[src/rci_pkg.sv]
// ----------------------------------------------------------------------------
// rci_pkg
// Shared types and constants for the RGB to color index converter.
// ----------------------------------------------------------------------------
package rci_pkg;

   localparam int CH_W       = 8;
   localparam int LANE_W     = 16;
   localparam int PIX_W      = 24;
   localparam int IDX_W      = 8;
   localparam int CSR_IDX_W  = 3;
   localparam int CSR_DATA_W = 48;

   localparam logic [IDX_W-1:0] INDEX_MAX = 8'd255;

   typedef enum logic [1:0] {
      MODE_DIRECT    = 2'd0,
      MODE_COMPONENT = 2'd1,
      MODE_RANGE     = 2'd2
   } mode_type;

   typedef enum logic [CSR_IDX_W-1:0] {
      REG_COLOR_MODE        = 3'd0,
      REG_COMPONENT_WEIGHTS = 3'd1,
      REG_COMPONENT_MASKS   = 3'd2,
      REG_RANGE_WEIGHTS     = 3'd3,
      REG_RANGE_BASE        = 3'd4,
      REG_RANGE_LIMIT       = 3'd5,
      REG_RANGE_SCALE       = 3'd6
   } csr_reg_type;

   typedef struct packed {
      logic [1:0]        color_mode;
      logic [47:0]       component_weights;
      logic [47:0]       component_masks;
      logic [47:0]       range_weights;
      logic signed [8:0] range_base;
      logic [7:0]        range_limit;
      logic [15:0]       range_scale;
   } cfg_type;

   localparam logic [7:0]  RANGE_LIMIT_RST = 8'd255;
   localparam logic [15:0] RANGE_SCALE_RST = 16'd256;

endpackage

[src/rci_if.sv]
// ----------------------------------------------------------------------------
// rci_if
// Valid/ready channels for pixel requests and converted pixel responses.
// ----------------------------------------------------------------------------
interface rci_req_if
   import rci_pkg::*;
();
   logic            valid;
   logic            ready;
   logic [CH_W-1:0] red;
   logic [CH_W-1:0] green;
   logic [CH_W-1:0] blue;
   logic            end_of_line;

   modport source (output valid, red, green, blue, end_of_line, input ready);
   modport sink   (input valid, red, green, blue, end_of_line, output ready);
endinterface

interface rci_rsp_if
   import rci_pkg::*;
();
   logic             valid;
   logic             ready;
   logic [PIX_W-1:0] pixel_out;
   logic             is_index;
   logic             end_of_line_out;

   modport source (output valid, pixel_out, is_index, end_of_line_out, input ready);
   modport sink   (input valid, pixel_out, is_index, end_of_line_out, output ready);
endinterface

[src/rci_csr.sv]
// ----------------------------------------------------------------------------
// rci_csr
// Configuration register file, write only.
// ----------------------------------------------------------------------------
module rci_csr
   import rci_pkg::*;
(
   input  logic                  clock,
   input  logic                  reset,
   input  logic                  csr_we,
   input  logic [CSR_IDX_W-1:0]  csr_index,
   input  logic [CSR_DATA_W-1:0] csr_wdata,
   output cfg_type               cfg
);

   cfg_type cfg_ff;
   cfg_type cfg_in;

   always_comb begin
      cfg_in = cfg_ff;
      if (csr_we) begin
         case (csr_index)
            REG_COLOR_MODE:        cfg_in.color_mode        = csr_wdata[1:0];
            REG_COMPONENT_WEIGHTS: cfg_in.component_weights = csr_wdata[47:0];
            REG_COMPONENT_MASKS:   cfg_in.component_masks   = csr_wdata[47:0];
            REG_RANGE_WEIGHTS:     cfg_in.range_weights     = csr_wdata[47:0];
            REG_RANGE_BASE:        cfg_in.range_base        = $signed(csr_wdata[8:0]);
            REG_RANGE_LIMIT:       cfg_in.range_limit       = csr_wdata[7:0];
            REG_RANGE_SCALE:       cfg_in.range_scale       = csr_wdata[15:0];
            default:               cfg_in = cfg_ff;
         endcase
      end
   end

   always_ff @(posedge clock) begin
      if (reset) begin
         cfg_ff.color_mode        <= MODE_DIRECT;
         cfg_ff.component_weights <= '0;
         cfg_ff.component_masks   <= '0;
         cfg_ff.range_weights     <= '0;
         cfg_ff.range_base        <= '0;
         cfg_ff.range_limit       <= RANGE_LIMIT_RST;
         cfg_ff.range_scale       <= RANGE_SCALE_RST;
      end else begin
         cfg_ff <= cfg_in;
      end
   end

   assign cfg = cfg_ff;

endmodule

[src/rgb_to_color_index_converter_unit.sv]
// ----------------------------------------------------------------------------
// rgb_to_color_index_converter_unit
// Converts RGB pixels to packed direct color or to a color index.
//
// One pixel beat enters and one result beat leaves per clock while the
// response side is ready. The four-stage pipeline holds the channel-by-weight
// multiplies, the component sum and weighted range sum, the multiply by the
// range scale, and the base add, cap, clamp and mode select into the output
// register. Each stage holds its beat only while the stage after it is full
// and stalled, so bubbles collapse and requests still enter empty stages
// while a response waits. The user must write configuration through the
// csr_ port only while no beat is in flight; the block does not enforce it.
// ----------------------------------------------------------------------------
module rgb_to_color_index_converter_unit
   import rci_pkg::*;
(
   input  logic                  clock,
   input  logic                  reset,
   rci_req_if.sink               req_bus,
   rci_rsp_if.source             rsp_bus,
   input  logic                  csr_we,
   input  logic [CSR_IDX_W-1:0]  csr_index,
   input  logic [CSR_DATA_W-1:0] csr_wdata
);

   cfg_type cfg;

   rci_csr u_csr (
      .clock     (clock),
      .reset     (reset),
      .csr_we    (csr_we),
      .csr_index (csr_index),
      .csr_wdata (csr_wdata),
      .cfg       (cfg)
   );

   // stage valids and advance
   logic s1_valid_ff, s2_valid_ff, s3_valid_ff, s4_valid_ff;
   logic s1_ready, s2_ready, s3_ready, s4_ready;

   assign s4_ready      = !s4_valid_ff || rsp_bus.ready;
   assign s3_ready      = !s3_valid_ff || s4_ready;
   assign s2_ready      = !s2_valid_ff || s3_ready;
   assign s1_ready      = !s1_valid_ff || s2_ready;
   assign req_bus.ready = s1_ready;

   // stage 1: channel products
   logic [PIX_W-1:0] s1_rgb_ff,  s1_rgb_in;
   logic             s1_eol_ff;
   logic [23:0]      s1_cprod_ff [3];
   logic [23:0]      s1_cprod_in [3];
   logic [23:0]      s1_rprod_ff [3];
   logic [23:0]      s1_rprod_in [3];

   always_comb begin
      s1_rgb_in      = {req_bus.red, req_bus.green, req_bus.blue};
      s1_cprod_in[0] = 24'(cfg.component_weights[47:32]) * 24'(req_bus.red);
      s1_cprod_in[1] = 24'(cfg.component_weights[31:16]) * 24'(req_bus.green);
      s1_cprod_in[2] = 24'(cfg.component_weights[15:0])  * 24'(req_bus.blue);
      s1_rprod_in[0] = 24'(cfg.range_weights[47:32]) * 24'(req_bus.red);
      s1_rprod_in[1] = 24'(cfg.range_weights[31:16]) * 24'(req_bus.green);
      s1_rprod_in[2] = 24'(cfg.range_weights[15:0])  * 24'(req_bus.blue);
   end

   // stage 2: component index and weighted range sum
   logic [PIX_W-1:0] s2_rgb_ff;
   logic             s2_eol_ff;
   logic [IDX_W-1:0] s2_cidx_ff, s2_cidx_in;
   logic [25:0]      s2_wsum_ff, s2_wsum_in;
   logic [17:0]      csum;

   always_comb begin
      csum = {2'b00, s1_cprod_ff[0][23:8] & cfg.component_masks[47:32]}
           + {2'b00, s1_cprod_ff[1][23:8] & cfg.component_masks[31:16]}
           + {2'b00, s1_cprod_ff[2][23:8] & cfg.component_masks[15:0]};
      s2_cidx_in = (csum > 18'(INDEX_MAX)) ? INDEX_MAX : csum[IDX_W-1:0];
      s2_wsum_in = {2'b00, s1_rprod_ff[0]} + {2'b00, s1_rprod_ff[1]}
                 + {2'b00, s1_rprod_ff[2]};
   end

   // stage 3: scale multiply
   logic [PIX_W-1:0] s3_rgb_ff;
   logic             s3_eol_ff;
   logic [IDX_W-1:0] s3_cidx_ff;
   logic [41:0]      s3_scaled_ff, s3_scaled_in;

   assign s3_scaled_in = 42'(s2_wsum_ff) * 42'(cfg.range_scale);

   // stage 4: base, cap, clamp, mode select
   logic [PIX_W-1:0]  s4_pixel_ff, s4_pixel_in;
   logic              s4_is_index_ff, s4_is_index_in;
   logic              s4_eol_ff;
   logic signed [21:0] ridx_sum;
   logic [IDX_W-1:0]  ridx;

   always_comb begin
      ridx_sum = $signed({2'b00, s3_scaled_ff[41:22]})
               + $signed({{13{cfg.range_base[8]}}, cfg.range_base});
      if (ridx_sum > $signed({14'd0, cfg.range_limit})) begin
         ridx = cfg.range_limit;
      end else if (ridx_sum[21]) begin
         ridx = '0;
      end else begin
         ridx = ridx_sum[IDX_W-1:0];
      end
      case (cfg.color_mode)
         MODE_DIRECT: begin
            s4_pixel_in    = s3_rgb_ff;
            s4_is_index_in = 1'b0;
         end
         MODE_COMPONENT: begin
            s4_pixel_in    = {16'd0, s3_cidx_ff};
            s4_is_index_in = 1'b1;
         end
         MODE_RANGE: begin
            s4_pixel_in    = {16'd0, ridx};
            s4_is_index_in = 1'b1;
         end
         default: begin
            s4_pixel_in    = '0;
            s4_is_index_in = 1'b1;
         end
      endcase
   end

   always_ff @(posedge clock) begin
      if (reset) begin
         s1_valid_ff <= 1'b0;
         s2_valid_ff <= 1'b0;
         s3_valid_ff <= 1'b0;
         s4_valid_ff <= 1'b0;
      end else begin
         if (s1_ready) s1_valid_ff <= req_bus.valid;
         if (s2_ready) s2_valid_ff <= s1_valid_ff;
         if (s3_ready) s3_valid_ff <= s2_valid_ff;
         if (s4_ready) s4_valid_ff <= s3_valid_ff;
      end
   end

   always_ff @(posedge clock) begin
      if (s1_ready) begin
         s1_rgb_ff   <= s1_rgb_in;
         s1_eol_ff   <= req_bus.end_of_line;
         s1_cprod_ff <= s1_cprod_in;
         s1_rprod_ff <= s1_rprod_in;
      end
      if (s2_ready) begin
         s2_rgb_ff  <= s1_rgb_ff;
         s2_eol_ff  <= s1_eol_ff;
         s2_cidx_ff <= s2_cidx_in;
         s2_wsum_ff <= s2_wsum_in;
      end
      if (s3_ready) begin
         s3_rgb_ff    <= s2_rgb_ff;
         s3_eol_ff    <= s2_eol_ff;
         s3_cidx_ff   <= s2_cidx_ff;
         s3_scaled_ff <= s3_scaled_in;
      end
      if (s4_ready) begin
         s4_pixel_ff    <= s4_pixel_in;
         s4_is_index_ff <= s4_is_index_in;
         s4_eol_ff      <= s3_eol_ff;
      end
   end

   assign rsp_bus.valid           = s4_valid_ff;
   assign rsp_bus.pixel_out       = s4_pixel_ff;
   assign rsp_bus.is_index        = s4_is_index_ff;
   assign rsp_bus.end_of_line_out = s4_eol_ff;

`ifndef SYNTHESIS
   // accepted beat always lands in stage 1
   a_accept_lands: assert property (@(posedge clock) disable iff (reset)
      req_bus.valid && req_bus.ready |=> s1_valid_ff)
      else $error("accepted beat lost at stage 1");

   // index results fit in one byte
   a_index_narrow: assert property (@(posedge clock) disable iff (reset)
      rsp_bus.valid && rsp_bus.is_index |-> rsp_bus.pixel_out[23:8] == 16'd0)
      else $error("index result wider than a byte");

   // full stalled stage 3 never drops its beat
   a_s3_hold: assert property (@(posedge clock) disable iff (reset)
      s3_valid_ff && !s4_ready |=> s3_valid_ff && $stable(s3_scaled_ff))
      else $error("stage 3 beat changed under stall");
`endif

endmodule

[src/flat_wrapper.sv]
// flat-port wrapper written by rule: the top's interface ports become plain ports
module rgb_to_color_index_converter_unit_flat import rci_pkg::*;
  (clock, reset, csr_we, csr_index, csr_wdata, req_bus_valid, req_bus_red, req_bus_green, req_bus_blue, req_bus_end_of_line, req_bus_ready, rsp_bus_valid, rsp_bus_pixel_out, rsp_bus_is_index, rsp_bus_end_of_line_out, rsp_bus_ready);
  rci_req_if req_bus_i ();
  rci_rsp_if rsp_bus_i ();
  input  logic clock;
  input  logic reset;
  input  logic csr_we;
  input  logic [CSR_IDX_W-1:0] csr_index;
  input  logic [CSR_DATA_W-1:0] csr_wdata;
  input wire logic [$bits(req_bus_i.valid)-1:0] req_bus_valid;
  input wire logic [$bits(req_bus_i.red)-1:0] req_bus_red;
  input wire logic [$bits(req_bus_i.green)-1:0] req_bus_green;
  input wire logic [$bits(req_bus_i.blue)-1:0] req_bus_blue;
  input wire logic [$bits(req_bus_i.end_of_line)-1:0] req_bus_end_of_line;
  output wire logic [$bits(req_bus_i.ready)-1:0] req_bus_ready;
  output wire logic [$bits(rsp_bus_i.valid)-1:0] rsp_bus_valid;
  output wire logic [$bits(rsp_bus_i.pixel_out)-1:0] rsp_bus_pixel_out;
  output wire logic [$bits(rsp_bus_i.is_index)-1:0] rsp_bus_is_index;
  output wire logic [$bits(rsp_bus_i.end_of_line_out)-1:0] rsp_bus_end_of_line_out;
  input wire logic [$bits(rsp_bus_i.ready)-1:0] rsp_bus_ready;
  assign req_bus_i.valid = req_bus_valid;
  assign req_bus_i.red = req_bus_red;
  assign req_bus_i.green = req_bus_green;
  assign req_bus_i.blue = req_bus_blue;
  assign req_bus_i.end_of_line = req_bus_end_of_line;
  assign req_bus_ready = req_bus_i.ready;
  assign rsp_bus_valid = rsp_bus_i.valid;
  assign rsp_bus_pixel_out = rsp_bus_i.pixel_out;
  assign rsp_bus_is_index = rsp_bus_i.is_index;
  assign rsp_bus_end_of_line_out = rsp_bus_i.end_of_line_out;
  assign rsp_bus_i.ready = rsp_bus_ready;
  rgb_to_color_index_converter_unit u_core (.clock(clock), .reset(reset), .req_bus(req_bus_i), .rsp_bus(rsp_bus_i), .csr_we(csr_we), .csr_index(csr_index), .csr_wdata(csr_wdata));
endmodule
[config.mk]
export PLATFORM = sky130hd
export DESIGN_NAME = rgb_to_color_index_converter_unit_flat
export DESIGN_NICKNAME = d
export VERILOG_FILES = /design/src/rci_pkg.sv /design/src/rci_if.sv /design/src/rci_csr.sv /design/src/rgb_to_color_index_converter_unit.sv /design/src/flat_wrapper.sv
export SDC_FILE = /design/constraint.sdc
export NUM_CORES = 2
export LEC_CHECK = 0
export BUFFER_PORTS_ARGS = -buffer_cell sky130_fd_sc_hd__buf_2
export CAP_MARGIN = 20
export CORE_UTILIZATION = 55
export DETAILED_ROUTE_END_ITERATION = 7
export HOLD_SLACK_MARGIN = 0.15
export PLACE_DENSITY = 0.71
export SETUP_SLACK_MARGIN = 0.15
export SYNTH_ARGS = -nofsm -noshare
export SYNTH_HDL_FRONTEND = slang
export SYNTH_HIERARCHICAL = 1
export SYNTH_SLANG_ARGS = --single-unit
[constraint.sdc]
create_clock -name clock -period 20.2 [get_ports clock]
set_input_delay 2.02 -clock clock [delete_from_list [all_inputs] [get_ports clock]]
set_output_delay 2.02 -clock clock [all_outputs]
set_load 0.01 [all_outputs]
== Word level (Yosys, flattened, before mapping) ==
Cells that the tools add are included.

* Bits in writable memories: 0
* Logic and storage cells: 76
* Memories kept: 0
* Memory bits (read-only): 0
* Latch bits: 0
* Bits in registers: 512

* Mux-type cells: 4
* Divide/modulo/power cells: 0
* Reduce and logical (&&, ||, !) cells: 17
* Bitwise gates (word level): 3
* Order comparisons: 2
* Shift operators: 0
* Eq/ne operators: 8
* $mul: 7
* Add/subtract/negate cells: 5

{| class="wikitable"
|+ Operators by type and width
! cell !! number
|-
| multiplier 16 x 8 -> 24 bit || 6
|-
| one-hot mux 24 bit (3 select lines) || 1
|-
| AND 16 bit || 3
|-
| multiplier 26 x 16 -> 42 bit || 1
|-
| adder 26 x 24 -> 26 bit || 1
|-
| adder 24 x 24 -> 25 bit || 1
|-
| adder 21 x 9 -> 22 bit || 1
|-
| > comparator 22 x 9 -> 1 bit || 1
|-
| adder 18 x 16 -> 18 bit || 1
|-
| > comparator 18 x 8 -> 1 bit (second input constant) || 1
|-
| adder 16 x 16 -> 17 bit || 1
|-
| 2-to-1 mux 8 bit || 2
|-
| AND reduction 2 bit || 7
|-
| == test 3 bit (second input constant) || 3
|-
| == test 3 x 2 -> 1 bit (second input constant) || 2
|-
| zero test 1 bit || 4
|-
| logical OR 1 bit || 4
|-
| == test 3 x 1 -> 1 bit (second input constant) || 1
|-
| zero test 3 bit || 1
|-
| == test 2 x 1 -> 1 bit (second input constant) || 1
|-
| == test 2 bit (second input constant) || 1
|-
| zero test 2 bit || 1
|-
| 2-to-1 mux 1 bit || 1
|}

== Logic depth before layout (Yosys ltp) ==
* Depth in word-level cells: 5
* Mapped depth: 25

== Hierarchy ==
Netlist, hierarchy kept.

{| class="wikitable"
|+ Modules (own cells, without submodules)
! module !! instances !! cells an instance !! area each (µm²)
|-
| rgb_to_color_index_converter_unit || 1 || 4813 || 47484.3
|-
| rci_csr || 1 || 650 || 7165.6
|}

== Worst setup path before layout ==
Ideal clock, no wire load.

* Kind: in2out
* Start: in rsp_bus_ready
* End: out req_bus_ready
* Stages on the path: 3
* Buffers on the path: 0
* Arrival time: 5412 ps
* Slack: 12768 ps
* Data required time: 18180 ps
* Path through: nor2b_1 and3_1 nand2_1

* Word-level cells in the longest chain between the ends: 4

{| class="wikitable"
|+ Ends and longest elaborated chain
! what !! line !! source
|-
| start, declared || flat_wrapper.sv:21 || <nowiki>input wire logic [$bits(rsp_bus_i.ready)-1:0] rsp_bus_ready;</nowiki>
|-
| logical OR 1 bit || rgb_to_color_index_converter_unit.sv:41 || <nowiki>assign s4_ready = !s4_valid_ff || rsp_bus.ready;</nowiki>
|-
| logical OR 1 bit || rgb_to_color_index_converter_unit.sv:42 || <nowiki>assign s3_ready = !s3_valid_ff || s4_ready;</nowiki>
|-
| logical OR 1 bit || rgb_to_color_index_converter_unit.sv:43 || <nowiki>assign s2_ready = !s2_valid_ff || s3_ready;</nowiki>
|-
| logical OR 1 bit || rgb_to_color_index_converter_unit.sv:44 || <nowiki>assign s1_ready = !s1_valid_ff || s2_ready;</nowiki>
|-
| end, declared || flat_wrapper.sv:16 || <nowiki>output wire logic [$bits(req_bus_i.ready)-1:0] req_bus_ready;</nowiki>
|}

Every way passes these cells.

== Worst setup path after layout ==
* Start: reg u_core.u_csr.cfg_ff, in the netlist u_core/u_csr/cfg[2]
* End: reg u_core.s3_scaled_ff[38] (data pin)

* Word-level cells in the longest chain between the ends: 1

{| class="wikitable"
|+ Ends and longest elaborated chain
! what !! line !! source
|-
| start, declared || rci_csr.sv:16 || <nowiki>cfg_type cfg_ff;</nowiki>
|-
| start signal, assigned || rci_csr.sv:45 || <nowiki>cfg_ff <= cfg_in;</nowiki>
|-
| multiplier 26 x 16 -> 42 bit || rgb_to_color_index_converter_unit.sv:87 || <nowiki>assign s3_scaled_in = 42'(s2_wsum_ff) * 42'(cfg.range_scale);</nowiki>
|-
| named net u_core.s3_scaled_in[38] || rgb_to_color_index_converter_unit.sv:85 || <nowiki>logic [41:0] s3_scaled_ff, s3_scaled_in;</nowiki>
|-
| end signal, assigned || rgb_to_color_index_converter_unit.sv:157 || <nowiki>s3_scaled_ff <= s3_scaled_in;</nowiki>
|-
| end, declared || rgb_to_color_index_converter_unit.sv:85 ||
|}

The timed path passes the listed nets, and every way through them passes these cells.
A chain may end at the register's enable or synchronous reset.

==> run_results.csv <==
group,metric,value,unit
global_route,grt_max_degree,100,
outcome,status,"completed",
timing,finClkSkew,0.0407,ns
synth,syn_nets,6854,
place,post-dp-hpwl,97.2,mm
power_and_ir_drop,irDropWorstVdd,63.7,uV
setup_path,ff2ff_path_depth,21,
synth,synth_xor_xnor_area_share,2.37,%
die,coreArea,0.0984,mm2
die,start_util,55.5,%
detailed_routing,wl,128,mm
timing,rsz0062_at_grt,"false",
synth,async_flop_share,0,%
setup_path,rr_startpoint,"u_core/u_csr/cfg[2]",
synth,synth_top_family_by_area,"adder cells",
clocking,clock_latency,0.65,ns
timing,fin_crit_sh,39.1,%
place,placed_area,0.0562,mm2
setup_path,cp_data_arrival_time,8.30,ns
synth,ys_types,76,
global_route,antenna_found_initial,0,
die,row_count,115,
timing,fin_setup_tns,0,ns
synth,synth_mux_area_share,3.63,%
clocking,clockBufferDepth,3,
timing,post-route-min-period,7.91,ns
power_and_ir_drop,p_leak,0.0270,uW
detailed_routing,wl_per_cell,18.9,um
synth,synth_edf_count,283,
synth,synth-simple-area-share,17.4,%
synth,synthAdderAreaFrac,42.0,%
setup_path,rrSetupSlack,12.29,ns
setup_path,cp-end-kind,"register",
layout,syn_to_final_growth,6.07,%
power_and_ir_drop,comb_power_share,21.5,%
power_and_ir_drop,switching_share,31.5,%
place,io_buffer_count,108,
clocking,cts_resized,0,
clocking,clock_sinks,466,
synth,seq_area_frac_synth,22.3,%
clocking,numCtsBuffers,52,
global_route,track_usage,26.6,%
detailed_routing,first_pass_iters,7,
timing,slew_viol_final,0,
die,ioPinCount,109,
die,dieArea,0.101,mm2
setup_path,startpoint_type,"register",
synth,ys_ff_latch,466,
synth,ys_warn_count,6,
setup_path,critPathKind,"reg2reg",
setup_path,crit_required,20.59,ns
timing,hold_violations,0,
global_route,grt_overflow,0,
layout,layout_commonest_cell,"inv_1",
timing,finalHoldWorstSlack,0.410,ns
die,dieHeight,317,um
global_route,grt_pass1_wl,209,mm
clocking,cts_hold_buf,0,
job,drv_cap,0,
detailed_routing,ant_nets,0,
detailed_routing,via_per_inst,5.47,
setup_path,reg2reg_to,"u_core/s3_scaled_ff[38]",
die,fp.dieW,317,um
layout,layout_common_cells,"inv_1 (889), fa_1 (877), nand2_1 (745)",
setup_path,endpoint,"u_core/s3_scaled_ff[38]",
power_and_ir_drop,pwr-share-clk,34.6,%
detailed_routing,vias,37100,
detailed_routing,drt-initial-drc-count,2243,
layout,final_nets,6854,
synth,synth_area,0.0546,mm2
place,gp_congestion,0.883,
power_and_ir_drop,power_density,46.7,mW/mm2
timing,tightest_slew,1.10,ns
layout,final_area,0.0580,mm2
synth,syn_inst,5463,
hold_path,min_path_type,"reg2reg",
synth,synth_compound_gate_area_share,4.71,%
power_and_ir_drop,internal_power,1850,uW
clocking,cts_tree,"done",
clocking,cts_setup_buffers,0,
synth,synth_ff_type,"edfxtp_1",
clocking,path_clk_slew,0.07,ns
power_and_ir_drop,pwr-share-seq,43.9,%
layout,drive_gt1_share,4.45,%
power_and_ir_drop,switchingPower,854,uW
global_route,grt_pass1_vias,39100,
layout,fill_cells,8361,
timing,slew_headroom,26.7,%
synth,synth.avg_cell_area,10.0,um2
clocking,htree_num_levels,2,
setup_path,crit_fanout,27,
setup_path,crit_path_start,"u_core/u_csr/cfg[2]",
detailed_routing,drc,0,
timing,fmax,0.126,GHz
clocking,cts-root-buf,"clkbuf_16",
timing,setup_viol,0,
power groups by stage:
stage | Sequential (uW) | Combinational, uW | Clock (uW)
2_1_floorplan | 1130 | 442 | 0
3_3_place_gp | 1200 | 565 | 0
3_5_place_dp | 1200 | 580 | 0
4_1_cts | 1180 | 585 | 960
5_1_grt | 1200 | 662 | 993
6_report | 1190 | 583 | 938
how the worst min path moves through the flow:
stage                         from                             end  cells after the start
3_5_place_dp   u_core/s1_rgb_ff[0]             u_core/s2_rgb_ff[0]                      0
4_1_cts        u_core/s1_rgb_ff[8]             u_core/s2_rgb_ff[8]                      0
3_3_place_gp   u_core/s2_rgb_ff[9]             u_core/s3_rgb_ff[9]                      0
5_1_grt        u_core/s1_rgb_ff[7]             u_core/s2_rgb_ff[7]                      0
2_1_floorplan     u_core/s3_eol_ff  u_core/rsp_bus.end_of_line_out                      0
6_report       u_core/s1_rgb_ff[8]             u_core/s2_rgb_ff[8]                      0
sequential cells by signal (all words and copies together) (netlist names):
name,cells
u_core/rsp_bus.end_of_line_out,1
u_core/rsp_bus.is_index,1
u_core/rsp_bus.pixel_out,24
u_core/rsp_bus.valid,1
u_core/s1_cprod_ff,48
u_core/s1_eol_ff,1
u_core/s1_rgb_ff,24
u_core/s1_rprod_ff,72
u_core/s1_valid_ff,1
u_core/s2_cidx_ff,8
u_core/s2_eol_ff,1
u_core/s2_rgb_ff,24
u_core/s2_valid_ff,1
u_core/s2_wsum_ff,26
u_core/s3_cidx_ff,8
u_core/s3_eol_ff,1
u_core/s3_rgb_ff,24
u_core/s3_scaled_ff,20
u_core/s3_valid_ff,1
u_core/u_csr/cfg,179
cell families (layout without fill, tap and decap cells):
logic type	after synthesis	in the layout
simple gates	1875	1875
fa+ha+maj	1310	1310
buf+inv	1081	1122
flops	466	466
compound gates	385	385
mux	198	198
xor+xnor	148	148
other cells	0	1
routing by layer:
layer  vias to the layer above  global-route usage, %  part of all wire [%]
li1                      17100                      -                     -
met1                     18800                   35.5                    43
met2                      1015                   44.6                    48
met3                       203                   2.68                   5.0
met4                         0                   10.7                   4.1
met5                         -                      0                     0
metrics by stage:
| step | total power, uW | setup slack (ns) | util, % | std cells |
|---|---|---|---|---|
| finish | 2710 | 12.29 | 58.9 | 6792 |
| global route | 2850 | 11.86 | 58.9 | 6791 |
| CTS | 2730 | 12.32 | 58.8 | 6789 |
| detailed placement | 1780 | 12.39 | 57.1 | 6694 |
| global placement | 1770 | 12.51 | 57.1 | 6694 |
| floorplan | 1570 | 12.77 | - | 5463 |
layout make-up:
cell class / count / area, um2 / area share (%)
multi-input cells: 3916 / 38400 / 66.2
flip-flops and latches: 466 / 12200 / 21.0
inverters: 891 / 3340 / 5.77
well taps: 1287 / 1610 / 2.78
clock buffers: 73 / 1530 / 2.64
repair buffers: 136 / 797 / 1.37
clock inverters: 22 / 159 / 0.274
diodes: 1 / 2.50 / 0.00432
critical path: stages, from the launching register on:
cell	delay (ns)
dfxtp_1	1.00
nand2_1	0.18
fa_1	0.54
fa_1	0.53
fa_1	0.52
inv_1	0.06
fa_1	0.50
fa_1	0.50
inv_1	0.05
fa_1	0.47
inv_1	0.04
ha_1	0.30
a211oi_1	0.24
o21ai_0	0.11
a2111oi_0	0.53
o221ai_1	0.43
a21oi_1	0.46
a21oi_1	0.24
o41ai_2	0.38
o21ai_0	0.24
a21oi_1	0.22
xnor2_1	0.10
synthesized netlist by cell type (46+ instances only):
| cell type | instances | area (um2) |
|---|---|---|
| a21o_1 | 46 | 345 |
| a21oi_1 | 101 | 505 |
| and2_1 | 554 | 3470 |
| clkbuf_1 | 160 | 601 |
| dfxtp_1 | 183 | 3660 |
| edfxtp_1 | 283 | 8500 |
| fa_1 | 877 | 17600 |
| ha_1 | 433 | 5420 |
| inv_1 | 891 | 3340 |
| mux2i_1 | 197 | 1970 |
| nand2_1 | 747 | 2800 |
| nand2b_1 | 246 | 1540 |
| nor2_1 | 140 | 526 |
| nor3_1 | 48 | 240 |
| o21ai_0 | 71 | 355 |
| xnor2_1 | 102 | 893 |
| xor2_1 | 46 | 403 |
No activity file was read; power rests on OpenSTA's default activity.
